<file path="src/sv/ldf_pkg.sv">
// Package for the length prefix deframer: codes, constants and queue entry type.
package ldf_pkg;

  localparam int unsigned BYTE_W      = 8;
  localparam int unsigned LEN_W       = 15;
  localparam int unsigned HIGH_W      = 7;
  localparam int unsigned QUEUE_DEPTH = 4;
  localparam int unsigned QPTR_W      = $clog2(QUEUE_DEPTH);
  localparam int unsigned QCNT_W      = $clog2(QUEUE_DEPTH + 1);

  localparam logic [BYTE_W-1:0] SHORT_LIMIT_B = 8'd160;
  localparam logic [LEN_W-1:0]  SHORT_LIMIT_L = 15'd160;

  typedef enum logic [1:0] {
    PH_HEADER = 2'd0,
    PH_LOW    = 2'd1,
    PH_HELD   = 2'd2,
    PH_BODY   = 2'd3
  } phase_t;

  // pair: emit data (not last), then held as the last byte with len
  typedef struct packed {
    logic [BYTE_W-1:0] data;
    logic [BYTE_W-1:0] held;
    logic              last;
    logic              pair;
    logic [LEN_W-1:0]  len;
  } entry_t;

  typedef struct packed {
    logic full;
    logic empty;
  } queue_status_t;

endpackage

</file>
<file path="src/sv/ldf_if.sv">
// Stream interfaces of the deframer: link byte channel and payload channel.
interface ldf_link_if;
  logic                        valid;
  logic                        ready;
  logic [ldf_pkg::BYTE_W-1:0]  in_byte;

  modport source (output valid, output in_byte, input ready);
  modport sink   (input valid, input in_byte, output ready);
endinterface

interface ldf_payload_if;
  logic                        valid;
  logic                        ready;
  logic [ldf_pkg::BYTE_W-1:0]  payload_byte;
  logic                        last_of_packet;
  logic [ldf_pkg::LEN_W-1:0]   packet_length;

  modport source (output valid, output payload_byte, output last_of_packet,
                  output packet_length, input ready);
  modport sink   (input valid, input payload_byte, input last_of_packet,
                  input packet_length, output ready);
endinterface

</file>
<file path="src/sv/ldf_front.sv">
// Front part: header parsing and packet state, turns payload bytes into queue entries.
module ldf_front (
  input  logic                  clk,
  input  logic                  rst,
  ldf_link_if.sink              link,
  input  ldf_pkg::queue_status_t qstat,
  output logic                  push,
  output ldf_pkg::entry_t       push_data
);

  ldf_pkg::phase_t              phase, phase_next;
  logic [ldf_pkg::HIGH_W-1:0]   header_high, header_high_next;
  logic [ldf_pkg::LEN_W-1:0]    remaining, remaining_next;
  logic [ldf_pkg::LEN_W-1:0]    total_length, total_length_next;
  logic [ldf_pkg::BYTE_W-1:0]   held_final_byte, held_final_byte_next;
  logic [ldf_pkg::LEN_W-1:0]    new_len;
  logic [ldf_pkg::BYTE_W-1:0]   b;
  logic [ldf_pkg::BYTE_W-1:0]   high_diff;
  logic                         accept;
  logic                         emit;

  assign link.ready = !qstat.full;
  assign accept     = link.valid && link.ready;
  assign push       = accept && emit;
  assign b          = link.in_byte;
  assign high_diff  = b - ldf_pkg::SHORT_LIMIT_B;

  always_comb begin
    phase_next           = phase;
    header_high_next     = header_high;
    remaining_next       = remaining;
    total_length_next    = total_length;
    held_final_byte_next = held_final_byte;
    emit                 = 1'b0;
    push_data            = '{data: b, held: held_final_byte, last: 1'b0, pair: 1'b0,
                             len: '0};
    new_len              = '0;
    case (phase)
      ldf_pkg::PH_HEADER, ldf_pkg::PH_LOW: begin
        if (phase == ldf_pkg::PH_HEADER && b >= ldf_pkg::SHORT_LIMIT_B) begin
          header_high_next = high_diff[ldf_pkg::HIGH_W-1:0];
          phase_next       = ldf_pkg::PH_LOW;
        end else begin
          if (phase == ldf_pkg::PH_HEADER) begin
            new_len = {{(ldf_pkg::LEN_W-ldf_pkg::BYTE_W){1'b0}}, b};
          end else begin
            new_len = {header_high, b};
          end
          total_length_next = new_len;
          if (new_len == '0) begin
            phase_next = ldf_pkg::PH_HEADER;
          end else if (new_len < ldf_pkg::SHORT_LIMIT_L) begin
            phase_next = ldf_pkg::PH_HELD;
          end else begin
            remaining_next = new_len;
            phase_next     = ldf_pkg::PH_BODY;
          end
        end
      end
      ldf_pkg::PH_HELD: begin
        held_final_byte_next = b;
        if (total_length <= ldf_pkg::LEN_W'(1)) begin
          emit           = 1'b1;
          push_data.last = 1'b1;
          push_data.len  = total_length;
          phase_next     = ldf_pkg::PH_HEADER;
        end else begin
          remaining_next = total_length - ldf_pkg::LEN_W'(1);
          phase_next     = ldf_pkg::PH_BODY;
        end
      end
      default: begin
        emit = 1'b1;
        if (remaining > ldf_pkg::LEN_W'(1)) begin
          remaining_next = remaining - ldf_pkg::LEN_W'(1);
        end else begin
          remaining_next = '0;
          phase_next     = ldf_pkg::PH_HEADER;
          push_data.len  = total_length;
          if (total_length < ldf_pkg::SHORT_LIMIT_L) begin
            push_data.pair = 1'b1;
          end else begin
            push_data.last = 1'b1;
          end
        end
      end
    endcase
  end

  always_ff @(posedge clk) begin
    if (rst) begin
      phase           <= ldf_pkg::PH_HEADER;
      header_high     <= '0;
      remaining       <= '0;
      total_length    <= '0;
      held_final_byte <= '0;
    end else if (accept) begin
      phase           <= phase_next;
      header_high     <= header_high_next;
      remaining       <= remaining_next;
      total_length    <= total_length_next;
      held_final_byte <= held_final_byte_next;
    end
  end

  a_body_remaining: assert property (@(posedge clk) disable iff (rst)
    phase == ldf_pkg::PH_BODY |-> remaining != '0)
    else $error("body phase with nothing remaining");

  a_held_short: assert property (@(posedge clk) disable iff (rst)
    phase == ldf_pkg::PH_HELD |-> total_length != '0 && total_length < ldf_pkg::SHORT_LIMIT_L)
    else $error("held phase with a length that is not short");

endmodule

</file>
<file path="src/sv/ldf_queue.sv">
// Short queue of classified entries between the front and back parts.
module ldf_queue (
  input  logic                   clk,
  input  logic                   rst,
  input  logic                   push,
  input  ldf_pkg::entry_t        push_data,
  input  logic                   pop,
  output ldf_pkg::entry_t        head,
  output ldf_pkg::queue_status_t qstat
);

  ldf_pkg::entry_t              slots [ldf_pkg::QUEUE_DEPTH];
  logic [ldf_pkg::QPTR_W-1:0]   wr_ptr;
  logic [ldf_pkg::QPTR_W-1:0]   rd_ptr;
  logic [ldf_pkg::QCNT_W-1:0]   count;

  assign qstat.full  = count == ldf_pkg::QCNT_W'(ldf_pkg::QUEUE_DEPTH);
  assign qstat.empty = count == '0;
  assign head        = slots[rd_ptr];

  always_ff @(posedge clk) begin
    if (push) begin
      slots[wr_ptr] <= push_data;
    end
  end

  always_ff @(posedge clk) begin
    if (rst) begin
      wr_ptr <= '0;
      rd_ptr <= '0;
      count  <= '0;
    end else begin
      if (push) begin
        wr_ptr <= wr_ptr + ldf_pkg::QPTR_W'(1);
      end
      if (pop) begin
        rd_ptr <= rd_ptr + ldf_pkg::QPTR_W'(1);
      end
      if (push && !pop) begin
        count <= count + ldf_pkg::QCNT_W'(1);
      end else if (pop && !push) begin
        count <= count - ldf_pkg::QCNT_W'(1);
      end
    end
  end

  a_no_overflow: assert property (@(posedge clk) disable iff (rst)
    !(push && qstat.full))
    else $error("queue push while full");

  a_no_underflow: assert property (@(posedge clk) disable iff (rst)
    !(pop && qstat.empty))
    else $error("queue pop while empty");

endmodule

</file>
<file path="src/sv/ldf_back.sv">
// Back part: drains queue entries into the payload output register.
module ldf_back (
  input  logic                   clk,
  input  logic                   rst,
  input  ldf_pkg::entry_t        head,
  input  ldf_pkg::queue_status_t qstat,
  output logic                   pop,
  ldf_payload_if.source          payload
);

  logic                         out_valid;
  logic [ldf_pkg::BYTE_W-1:0]   out_byte;
  logic                         out_last;
  logic [ldf_pkg::LEN_W-1:0]    out_len;
  logic                         pend;
  logic [ldf_pkg::BYTE_W-1:0]   pend_byte;
  logic [ldf_pkg::LEN_W-1:0]    pend_len;
  logic                         load;

  assign load = !out_valid || payload.ready;
  assign pop  = load && !pend && !qstat.empty;

  assign payload.valid          = out_valid;
  assign payload.payload_byte   = out_byte;
  assign payload.last_of_packet = out_last;
  assign payload.packet_length  = out_len;

  always_ff @(posedge clk) begin
    if (rst) begin
      out_valid <= 1'b0;
      pend      <= 1'b0;
    end else if (load) begin
      if (pend) begin
        out_valid <= 1'b1;
        pend      <= 1'b0;
      end else if (!qstat.empty) begin
        out_valid <= 1'b1;
        pend      <= head.pair;
      end else begin
        out_valid <= 1'b0;
      end
    end
  end

  always_ff @(posedge clk) begin
    if (load) begin
      if (pend) begin
        out_byte <= pend_byte;
        out_last <= 1'b1;
        out_len  <= pend_len;
      end else if (!qstat.empty) begin
        out_byte <= head.data;
        if (head.pair) begin
          out_last  <= 1'b0;
          out_len   <= '0;
          pend_byte <= head.held;
          pend_len  <= head.len;
        end else begin
          out_last <= head.last;
          out_len  <= head.len;
        end
      end
    end
  end

  a_pend_first_half: assert property (@(posedge clk) disable iff (rst)
    pend |-> out_valid && !out_last)
    else $error("held byte pending without the first half on the output");

endmodule

</file>
<file path="src/sv/length_prefix_deframer_unit.sv">
// Top level of the length prefix deframer.
// Usage:
//   link    : link bytes in, one request per byte (valid/ready, in_byte).
//   payload : payload bytes out with last_of_packet and packet_length, the
//             length being nonzero only on the last byte of a packet.
// A header byte below 160 is the length; 160 or more starts a two-byte
// header. Zero lengths are dropped. For short packets the first body byte
// is held and delivered last.
// Path: a taken byte is written into the queue, then loaded from its head into
// the payload output register; the held byte follows from a pending register.
// Throughput: one byte per cycle in and out while link.ready and payload.ready
// are high. The end of a short packet yields two results from one byte; the
// back part delivers them in turn and the four-entry queue absorbs the difference.
// Stalls: when payload.ready is low the output register holds; the queue
// fills and link.ready drops only when all four entries are taken.
// Reset: synchronous, clears the header parser, the queue and the valid and
// pending flags of the output stage; the first byte after reset is a header.
module length_prefix_deframer_unit (
  input  logic         clk,
  input  logic         rst,
  ldf_link_if.sink     link,
  ldf_payload_if.source payload
);

  logic                   push;
  logic                   pop;
  ldf_pkg::entry_t        push_data;
  ldf_pkg::entry_t        head;
  ldf_pkg::queue_status_t qstat;

  ldf_front u_front (
    .clk       (clk),
    .rst       (rst),
    .link      (link),
    .qstat     (qstat),
    .push      (push),
    .push_data (push_data)
  );

  ldf_queue u_queue (
    .clk       (clk),
    .rst       (rst),
    .push      (push),
    .push_data (push_data),
    .pop       (pop),
    .head      (head),
    .qstat     (qstat)
  );

  ldf_back u_back (
    .clk     (clk),
    .rst     (rst),
    .head    (head),
    .qstat   (qstat),
    .pop     (pop),
    .payload (payload)
  );

endmodule
</file>
<file path="src/flat_wrapper.sv">
// flat-port wrapper written by rule: the top's interface ports become plain ports
module length_prefix_deframer_unit_flat 
  (clk, rst, link_valid, link_in_byte, link_ready, payload_valid, payload_payload_byte, payload_last_of_packet, payload_packet_length, payload_ready);
  ldf_link_if link_i ();
  ldf_payload_if payload_i ();
  input  logic clk;
  input  logic rst;
  input wire logic [$bits(link_i.valid)-1:0] link_valid;
  input wire logic [$bits(link_i.in_byte)-1:0] link_in_byte;
  output wire logic [$bits(link_i.ready)-1:0] link_ready;
  output wire logic [$bits(payload_i.valid)-1:0] payload_valid;
  output wire logic [$bits(payload_i.payload_byte)-1:0] payload_payload_byte;
  output wire logic [$bits(payload_i.last_of_packet)-1:0] payload_last_of_packet;
  output wire logic [$bits(payload_i.packet_length)-1:0] payload_packet_length;
  input wire logic [$bits(payload_i.ready)-1:0] payload_ready;
  assign link_i.valid = link_valid;
  assign link_i.in_byte = link_in_byte;
  assign link_ready = link_i.ready;
  assign payload_valid = payload_i.valid;
  assign payload_payload_byte = payload_i.payload_byte;
  assign payload_last_of_packet = payload_i.last_of_packet;
  assign payload_packet_length = payload_i.packet_length;
  assign payload_i.ready = payload_ready;
  length_prefix_deframer_unit u_core (.clk(clk), .rst(rst), .link(link_i), .payload(payload_i));
endmodule
</file>
<file path="config.mk">
export PLATFORM = sky130hd
export DESIGN_NAME = length_prefix_deframer_unit_flat
export DESIGN_NICKNAME = d
export VERILOG_FILES = /design/src/sv/ldf_pkg.sv /design/src/sv/ldf_if.sv /design/src/sv/ldf_front.sv /design/src/sv/ldf_queue.sv /design/src/sv/ldf_back.sv /design/src/sv/length_prefix_deframer_unit.sv /design/src/flat_wrapper.sv
export SDC_FILE = /design/constraint.sdc
export NUM_CORES = 1
export LEC_CHECK = 0
export ABC_AREA = 1
export BUFFER_PORTS_ARGS = -buffer_cell sky130_fd_sc_hd__buf_2
export CAP_MARGIN = 20
export CORE_ASPECT_RATIO = 0.6
export CORE_MARGIN = 10
export CORE_UTILIZATION = 25
export DETAILED_ROUTE_END_ITERATION = 6
export GPL_ROUTABILITY_DRIVEN = 0
export GPL_TIMING_DRIVEN = 0
export SLEW_MARGIN = 20
export SYNTH_ARGS = -nofsm -noshare
export SYNTH_HDL_FRONTEND = slang
export SYNTH_SLANG_ARGS = --single-unit
</file>
<file path="constraint.sdc">
create_clock -name clk -period 2.9 [get_ports clk]
set_input_delay 0.29 -clock clk [delete_from_list [all_inputs] [get_ports clk]]
set_output_delay 0.29 -clock clk [all_outputs]
set_load 0.05 [all_outputs]
</file>
# [Word-level counts from Yosys, hierarchy flattened]
# Memories as Yosys holds them, arrays and structs flattened. A register that Yosys moved wholly into a read port is not among the register bits.
# Index checks and enable logic that the tools add are counted.
[word_totals] reg_bits=103 ram_bits=132 word_cells=108 n_memories=1
[classes] n_addsub=7 order_cmp=5 n_eq_ne=9 mux=41 bitwise_logic=3 reduce_logical=27
[memory_table] name="u_core.u_queue.slots" depth=4 width=33 rd=1 rd_clocked_by_memory_dff=1 wr=1 line="ldf_queue.sv:12" text="ldf_pkg::entry_t slots [ldf_pkg::QUEUE_DEPTH];"
[ops] cell="2-to-1 mux 15 bit" n=12
[ops] cell="one-hot mux 15 bit (2 select lines)" n=2
[ops] cell="< comparator 15 x 8 -> 1 bit, second input constant" n=2
[ops] cell="subtractor 15 x 1 -> 15 bit, second input constant" n=2
[ops] cell="2-to-1 mux 17 bit" n=1
[ops] cell="2-to-1 mux 8 bit" n=2
[ops] cell="> comparator 15 x 1 -> 1 bit, second input constant" n=1
[ops] cell="less-or-equal comparator 15 x 1 -> 1 bit, second input constant" n=1
[ops] cell="zero test 15 bit" n=1
[ops] cell="2-to-1 mux 1 bit" n=13
[ops] cell="2-to-1 mux 2 bit" n=6
[ops] cell="greater-or-equal comparator 8 bit, second input constant" n=1
[ops] cell="!= test 2 bit, second input constant" n=4
[ops] cell="logical AND 1 bit" n=7
[ops] cell="subtractor 7 x 6 -> 7 bit, second input constant" n=1
[ops] cell="zero test 1 bit" n=6
[ops] cell="2-to-1 mux 3 bit" n=2
[ops] cell="AND reduction 2 bit" n=3
[ops] cell="AND reduction 3 bit" n=2
[ops] cell="AND reduction 5 bit" n=1
[ops] cell="adder 2 x 1 -> 2 bit, second input constant" n=2
[ops] cell="one-hot mux 1 bit (2 select lines)" n=2
[ops] cell="one-hot mux 2 bit (2 select lines)" n=1
[ops] cell="AND reduction 4 bit" n=1
[ops] cell="14 further kinds" n=16

# [Depth between registers and ports, before layout]
# Gate-level depths: netlist of the first run.
[depth] ltp_word=9 ltp_mapped=15 depth_no_buf=15

# [Hierarchy]
# From an unflattened synthesis of the first run, not the netlist that was laid out.
[unflattened] cells_unflattened=1051 area_unflattened_um2=10390.0
[modules_own_cells] mod="ldf_queue" instances=1 cells_per_inst=377 area_per_inst_um2=5366.4 seq_area_each_um2=4144.0
[modules_own_cells] mod="ldf_front" instances=1 cells_per_inst=531 area_per_inst_um2=3145.5 seq_area_each_um2=940.9
[modules_own_cells] mod="ldf_back" instances=1 cells_per_inst=143 area_per_inst_um2=1878.1 seq_area_each_um2=1451.4

# [Worst setup path after synthesis of the first run]
# No wires, ideal clock.
[synth_timing] path_type="reg2reg" start="register u_core.u_queue.count[0] in the netlist's numbering" end="memory u_core.u_queue.slots[0][0] in the netlist's numbering (enable)" setup_time_ns=0.423 arrival_ns=2.702 t_required_ns=2.477 setup_slack_ns=-0.225 stages_incl_launch_ff=7 synth_period_minus_slack_ns=3.125 path_cell_list="dfxtp_1 -> nor2_1 -> nand2_1 -> nand2_1 -> inv_1 -> nand3_2 -> nor2_1"
[synth_via] elab_chain_len=6
[synth_lines] element="start, declared" line="ldf_queue.sv:15" text="logic [ldf_pkg::QCNT_W-1:0] count;"
[synth_lines] element="start signal, assigned" line="ldf_queue.sv:40" text="count <= count + ldf_pkg::QCNT_W'(1);"
[synth_lines] element="start signal, assigned" line="ldf_queue.sv:42" text="count <= count - ldf_pkg::QCNT_W'(1);"
[synth_lines] element="equality test 3 bit" line="ldf_queue.sv:17" text="assign qstat.full = count == ldf_pkg::QCNT_W'(ldf_pkg::QUEUE_DEPTH);"
[synth_lines] element="zero test 1 bit" line="ldf_front.sv:22" text="assign link.ready = !qstat.full;"
[synth_lines] element="via link_ready" line="flat_wrapper.sv:10" text="output wire logic [$bits(link_i.ready)-1:0] link_ready;"
[synth_lines] element="logical AND 1 bit" line="ldf_front.sv:23" text="assign accept = link.valid && link.ready;"
[synth_lines] element="logical AND 1 bit" line="ldf_front.sv:24" text="assign push = accept && emit;"
[synth_lines] element="2-to-1 mux 1 bit" line="ldf_queue.sv:22" text="if (push) begin"
[synth_lines] element="2-to-1 mux 1 bit (not written as such)" line="ldf_queue.sv:23" text="slots[wr_ptr] <= push_data;"
[synth_lines] element="end, declared" line="ldf_queue.sv:12"
# The timed path passes the listed nets, and every way through them passes these cells.

# [Worst setup path after layout of the first run]
[layout_timing] start="register u_core.u_front.total_length[8] in the netlist's numbering" end="register u_core.u_queue.count[2] in the netlist's numbering"
[layout_via] elab_chain_len=7 elab_cells_between_ends=9 classes_between="1 x order compare; 3 x mux; 5 x reduce/logical"
[layout_lines] element="start, declared" line="ldf_front.sv:14" text="logic [ldf_pkg::LEN_W-1:0] total_length, total_length_next;"
[layout_lines] element="start signal, assigned" line="ldf_front.sv:101" text="total_length <= total_length_next;"
[layout_lines] element="less-or-equal comparator 15 x 1 -> 1 bit *" line="ldf_front.sv:62" text="if (total_length <= ldf_pkg::LEN_W'(1)) begin"
[layout_lines] element="2-to-1 mux 1 bit *" line="ldf_front.sv:62"
[layout_lines] element="one-hot mux 1 bit (2 select lines) *" line="ldf_front.sv:38" text="case (phase)"
[layout_lines] element="logical AND 1 bit *" line="ldf_front.sv:24"
[layout_lines] element="via u_core.push" line="length_prefix_deframer_unit.sv:25" text="logic push;"
[layout_lines] element="zero test 1 bit" line="ldf_queue.sv:41" text="end else if (pop && !push) begin"
[layout_lines] element="logical AND 1 bit" line="ldf_queue.sv:41"
[layout_lines] element="nonzero test 2 bit (no source line)"
# Mark *: on every way through the listed nets, which the timed path passes. The rest lies on a longest branch.
# A chain may end at the register's enable or synchronous reset.

==> impl_metrics.py, run 1 <==
metrics = {
    "grt": {
        "grt_pass1_vias": 6886,
        "grt-ovfl-total": 0,
        "grt_usage_pct": 10.5,
        "antenna_found_initial": 0,
        "grt_max_degree": 24,
        "grt_pass1_wl_um": 40500,
    },
    "routing": {
        "routed_wl_um": 26600,
        "vias_per_cell": 4.57,
        "antenna_left": 0,
        "vias": 7404,
        "highest_layer": "met4",
        "wl_met2_um": 10200,
        "met1_length_um": 13700,
        "remaining_drc_errors": 0,
        "first_iter_violations": 956,
        "dr_wl_met3_um": 2390,
        "dr.pass1.iters": 5,
        "wl_per_cell_um": 16.4,
    },
    "power": {
        "ir_drop_v": 0.000488,
        "power_mw": 12.2,
        "p_leak_nw": 4.54,
        "power_density_nw_per_um2": 1020,
    },
    "flow_run": {
        "maxCapViolCount": 0,
    },
    "synth": {
        "netlist_top_cells_area": "edfxtp_1 (52%), dfxtp_1 (11%), nor2_1 (6.8%)",
        "yosys.area.top_type": "edfxtp_1",
        "ys_top_cells_by_count": "nor2_1 (186), edfxtp_1 (179), nand2_1 (146), o21ai_0 (96), inv_1 (77)",
        "synthDistinctLibCells": 38,
        "synth_cells": 1009,
        "yosys_register_bits": 237,
        "synth_edf_count": 179,
        "synth.top_cell.area_share_pct": 52.4,
        "syn-num-nets": 1032,
        "yosysMostFrequentCell": "nor2_1",
        "synth_seq_area_share_pct": 63.7,
        "yosys_warnings": 0,
        "syn_avg_cell_area_um2": 10.2,
        "synth_ff_type": "edfxtp_1",
        "synthArstFlopShare_pct": 0,
        "synthesis.area_um2": 10300,
    },
    "critical_path": {
        "timing.rr.start": "u_core.u_front.total_length[8]$_SDFFE_PP0P_",
        "cpLargestDelayFamily": "simple AND/OR/NAND/NOR gates",
        "cp_max_fo": 7,
        "cp-start-kind": "flop",
        "critPathSlowestCell": "fa_1",
        "critical-path-max-stage-delay_ps": 380,
        "critPathBufInv": 2,
        "cp.required_ps": 3310,
        "crit_chain": "nor2_2 -> nand2_2 -> nor2_2 -> nand2_1 -> nand3_2 -> nand3_4 -> inv_2 -> ha_1 -> inv_1 -> fa_1 -> a21oi_1 -> o21ai_0 -> o21ai_0 -> a21oi_1",
        "worstPathArrival_ps": 3040,
        "criticalPathCategory": "reg2reg",
        "crit_path_end_kind": "flop",
        "startpoint": "u_core.u_front.total_length[8]$_SDFFE_PP0P_",
    },
    "timing": {
        "holdWs_ps": 91.3,
        "worstMarginPinSlew_ps": 754,
        "fmax_ghz": 0.380,
        "fin_crit_ps": 2630,
        "maxSlewHeadroom_pct": 49.7,
        "hold_viol_final": 0,
        "finalMaxSlewViolations": 0,
        "clock_skew_ps": 17.4,
        "rsz0062_at_grt": "false",
        "fin_crit_sh_pct": 90.7,
        "setup_viol_count_final": 0,
    },
    "clocking": {
        "htreeDepth": 1,
        "root_buffer": "clkbuf_16",
        "clock_latency_ps": 520,
        "cts_inserted_buffers": 21,
        "clk_pin_slew_worst_paths_ps": 70,
        "clk_path_buf_depth": 3,
        "cts_tree": "built",
        "clock-sinks": 237,
        "post_cts_buffers": 0,
    },
    "place": {
        "place_hpwl_um": 19200,
        "port_buffers": 37,
    },
    "finish": {
        "num_antenna_cells": 0,
        "multiInputGateArea_um2": 3220,
        "layout-drive-gt1-share_pct": 14.0,
        "syn2layout_area_growth_pct": 16.4,
        "register_area_um2": 6540,
        "fillCellCount": 4215,
        "fin_nets": 1098,
    },
    "floorplan": {
        "num_rows": 57,
        "dieArea_um2": 49800,
        "core_um2": 40500,
        "dieWidth_um": 282,
        "initial_core_util_pct": 25.3,
        "dieHeight_um": 177,
        "ioPinCount": 38,
    },
    "hold_path": {
        "hold_path.class": "in2reg",
        "min_from": "payload_ready",
    },
    "outcome": {
        "status": "finished, final reports clean",
    },
}
cell families after synthesis:
kind of cell               count (synthesis)  synth area share (%)
adders and majority gates                 11                  1.41
and+or+nand+nor                          417                  17.5
DFF                                      237                  63.7
buffers and inverters                    128                  5.37
xor gates and xnor gates                   7                 0.598
AOI/OAI and AO/OA                        209                  11.4
report_power, final:
part	leakage, nW	switching, mW	internal (mW)
logic	2.00	3.31	1.23
clock network	0.328	1.27	1.57
registers	2.22	0.294	4.50
total	4.54	4.87	7.30
flip-flops by register name, summed over array words and instances (netlist names), 2 cells and up, named ones only:
name and count:
u_core.u_back.payload.packet_length 15, u_core.u_back.payload.payload_byte 8, u_core.u_back.pend_byte 8, u_core.u_back.pend_len 15
u_core.u_front.header_high 7, u_core.u_front.held_final_byte 8, u_core.u_front.phase 2, u_core.u_front.remaining 15
u_core.u_front.total_length 15, u_core.u_queue.count 3, u_core.u_queue.rd_ptr 2, u_core.u_queue.slots 132
u_core.u_queue.wr_ptr 2
through the flow:
stage / setup slack [ps] / setup TNS (ps) / utilization (%) / area [um^2] / instances
floorplan: -225 / -29690 / - / 10300 / 1009
global placement: -1470 / -180860 / 27.4 / 11100 / 1577
detailed placement: 213 / 0 / 27.7 / 11200 / 1582
CTS: 178 / 0 / 29.4 / 11900 / 1621
global route: 6.20 / 0 / 29.5 / 11900 / 1621
finish: 270 / 0 / 29.5 / 11900 / 1621
per-layer routing:
layer	vias up	GRT usage [%]
li1	3574	-
met1	3532	16.3
met2	276	13.9
met3	22	3.12
met4	0	1.78
met5	-	0
what timing repair did:
item / in CTS / in global routing
hold buffers: 1 / 0
resized for setup: 0 / 4
endpoints found under the hold margin: 1 / 0
setup endpoints to repair: 0 / 16
path summary, 6_finish.rpt:
check                                          end  slack (ps)  cells past startpoint
min                u_core.u_back.pend$_SDFFE_PP0N_          90                      4
max reg2reg   u_core.u_queue.count[2]$_SDFFE_PP0P_         270                     14
max           u_core.u_queue.count[2]$_SDFFE_PP0P_         270                     14
min reg2reg  u_core.u_queue.rd_ptr[0]$_SDFFE_PP0P_         470                      1
placed cells by master, fill, tap and decap left out, types with 3 or more instances in the layout:
| cell | instances |
|---|---|
| nor2_1 | 181 |
| edfxtp_1 | 179 |
| nand2_1 | 146 |
| o21ai_0 | 96 |
| inv_1 | 76 |
| dfxtp_1 | 58 |
| buf_2 | 51 |
| a21oi_1 | 45 |
| nand3_1 | 39 |
| o22ai_1 | 26 |
| clkbuf_1 | 22 |
| clkbuf_16 | 21 |
| nor2_2 | 20 |
| a22o_1 | 15 |
| o21ai_1 | 13 |
| nor2_4 | 11 |
| a31oi_1 | 10 |
| ha_1 | 10 |
| inv_2 | 7 |
| nand2_2 | 7 |
| xor2_1 | 6 |
| buf_12 | 5 |
| clkinv_1 | 4 |
| nand2_4 | 3 |
| buf_4 | 3 |
| nand3_2 | 3 |
| buf_6 | 3 |
| clkinv_2 | 3 |
| clkinvlp_4 | 3 |
final cells by class:
cell class,count,area share (%)
plain buffers,42,1.90
clock buffers,27,4.76
clock inverters,11,0.953
inverters,86,2.74
multi-input cells,644,26.9
flip-flops and latches,237,54.7
well taps,531,5.56
repair buffers,43,2.43
worst register-to-register path, cell delays in order (launching register included):
cell,delay [ps]
dfxtp_1,350
nor2_2,220
nand2_2,100
nor2_2,190
nand2_1,140
nand3_2,140
nand3_4,190
inv_2,120
ha_1,150
inv_1,70
fa_1,380
a21oi_1,140
o21ai_0,110
o21ai_0,160
a21oi_1,60
No activity file was read; power rests on OpenSTA's default activity.
==> run 2: changes to the inputs <==
==> constraint.sdc (replaced) <==
create_clock -name clk -period 2.9 [get_ports clk]
set_input_delay 0.58 -clock clk [delete_from_list [all_inputs] [get_ports clk]]
set_output_delay 0.58 -clock clk [all_outputs]
set_load 0.05 [all_outputs]
==> impl_metrics.py, run 2 (same netlist as run 1, synthesis figures left out) <==
metrics = {
    "outcome": {
        "status": "finished, final reports clean",
    },
    "timing": {
        "finalMaxSlewViolations": 0,
        "maxSlewHeadroom_pct": 50.2,
        "clock_skew_ps": 18.1,
        "worstMarginPinSlew_ps": 748,
        "hold_viol_final": 0,
        "fmax_ghz": 0.382,
        "fin_ws_ps": 280,
        "fin_crit_sh_pct": 90.4,
        "fin_crit_ps": 2620,
        "rsz0062_at_grt": "false",
        "setup_viol_count_final": 0,
    },
    "routing": {
        "vias": 7379,
        "first_iter_violations": 848,
        "antenna_left": 0,
        "routed_wl_um": 26600,
        "vias_per_cell": 4.55,
        "remaining_drc_errors": 0,
        "dr.pass1.iters": 5,
        "wl_per_cell_um": 16.4,
    },
    "clocking": {
        "clock-sinks": 237,
        "postCtsHoldBufs": 0,
        "root_buffer": "clkbuf_16",
        "clock_latency_ps": 520,
        "clk_path_buf_depth": 3,
        "post_cts_buffers": 0,
        "htreeDepth": 1,
        "cts_tree": "built",
        "cts_inserted_buffers": 21,
        "clk_pin_slew_worst_paths_ps": 70,
    },
    "critical_path": {
        "worstPathArrival_ps": 3030,
        "cp-start-kind": "flop",
        "criticalPathCategory": "reg2reg",
        "crit_path_end_kind": "flop",
        "cp.required_ps": 3310,
        "cp_max_fo": 7,
    },
    "grt": {
        "grt_max_degree": 24,
        "grt_pass1_vias": 6886,
        "grt-ovfl-total": 0,
        "grt_pass1_wl_um": 40500,
        "antenna_found_initial": 0,
        "met2_usage_pct": 13.9,
        "busiest_layer": "met1",
        "grt_use_met3_pct": 3.12,
        "grtUsageMet1_pct": 16.3,
        "grt_usage_pct": 10.5,
    },
    "finish": {
        "num_antenna_cells": 0,
        "fin_nets": 1097,
        "largest_reg_flops": 132,
        "syn2layout_area_growth_pct": 16.3,
        "instances_no_fill": 1620,
        "post-route-util_pct": 29.5,
        "largest-register": "u_core.u_queue.slots",
        "layout-drive-gt1-share_pct": 14.0,
        "layout_commonest_cell": "nor2_1",
        "layout_common_cells": "nor2_1 (181), edfxtp_1 (179), nand2_1 (146)",
    },
    "floorplan": {
        "core_um2": 40500,
        "dieWidth_um": 282,
        "dieHeight_um": 177,
        "ioPinCount": 38,
        "initial_core_util_pct": 25.3,
        "num_rows": 57,
        "dieArea_um2": 49800,
    },
    "hold_path": {
        "hold_path.class": "in2reg",
    },
    "power": {
        "power_density_nw_per_um2": 1020,
        "intPower_mw": 7.30,
        "p_seq_share_pct": 39.3,
        "swShare_pct": 40.0,
        "p_sw_mw": 4.88,
        "p_leak_nw": 4.54,
        "ir_drop_v": 0.000489,
        "p_comb_share_pct": 37.3,
        "power.clock.fraction_pct": 23.4,
    },
    "place": {
        "placedCellCount": 1582,
        "place_hpwl_um": 19200,
        "pre_cts_ws_ps": 213,
        "port_buffers": 37,
    },
    "flow_run": {
        "maxCapViolCount": 0,
    },
}
==> run 2: repair_timing <==
item	4_1_cts	5_1_grt
endpoints found under the setup margin	0	16
resized for setup	0	4
hold endpoints to repair	0	0
==> run 2: power by group through the flow <==
stage               registers (mW)  clock network (mW)  logic, mW
detailed placement            4.86                   0       4.51
floorplan                     5.44                   0       2.53
CTS                           4.79                2.89       4.53
finish                        4.79                2.84       4.55
global route                  4.85                3.03       5.02
global placement              4.86                   0       4.38
==> run 2: worst max-delay path: stages (launching register included) <==
cell	delay, ps
dfxtp_1	350
nor2_2	210
nand2_2	100
nor2_2	190
nand2_1	140
nand3_2	140
nand3_4	190
inv_2	120
ha_1	150
inv_1	70
fa_1	380
a21oi_1	140
o21ai_0	110
o21ai_0	160
a21oi_1	60
==> run 2: worst paths after layout <==
| path | start | endpoint | slack (ps) | cells after the start |
|---|---|---|---|---|
| setup / recovery | u_core.u_front.total_length[8]$_SDFFE_PP0P_ | u_core.u_queue.count[2]$_SDFFE_PP0P_ | 280 | 14 |
| setup reg to reg | u_core.u_front.total_length[8]$_SDFFE_PP0P_ | u_core.u_queue.count[2]$_SDFFE_PP0P_ | 280 | 14 |
| hold reg to reg | u_core.u_queue.rd_ptr[0]$_SDFFE_PP0P_ | u_core.u_queue.rd_ptr[0]$_SDFFE_PP0P_ | 470 | 1 |
| hold / removal | rst | u_core.u_front.held_final_byte[1]$_SDFFE_PP0P_ | 250 | 2 |
==> run 2: final cells by class <==
type	instances	area (um^2)
Multi-Input combinational cell	644	3220
Buffer	42	226
Tap cell	531	664
Timing Repair Buffer	42	280
Inverter	86	328
Clock inverter	11	114
Fill cell	4216	28600
Sequential cell	237	6540
Clock buffer	27	568
==> run 2: layer usage <==
layer  up-vias  share of wire [%]
met5         -                  0
met4         0               0.93
met3        19                9.2
met2       288                 38
met1      3499                 52
li1       3573                  -
==> run 2: through the flow <==
step | power [mW] | cell area (um^2) | hold WS [ps] | TNS (ps)
2_1_floorplan | 7.98 | 10300 | 436 | -29690
3_3_place_gp | 9.24 | 11100 | 456 | -180860
3_5_place_dp | 9.37 | 11200 | 467 | 0
4_1_cts | 12.2 | 11900 | 241 | 0
5_1_grt | 12.9 | 11900 | 250 | 0
6_report | 12.2 | 11900 | 249 | 0
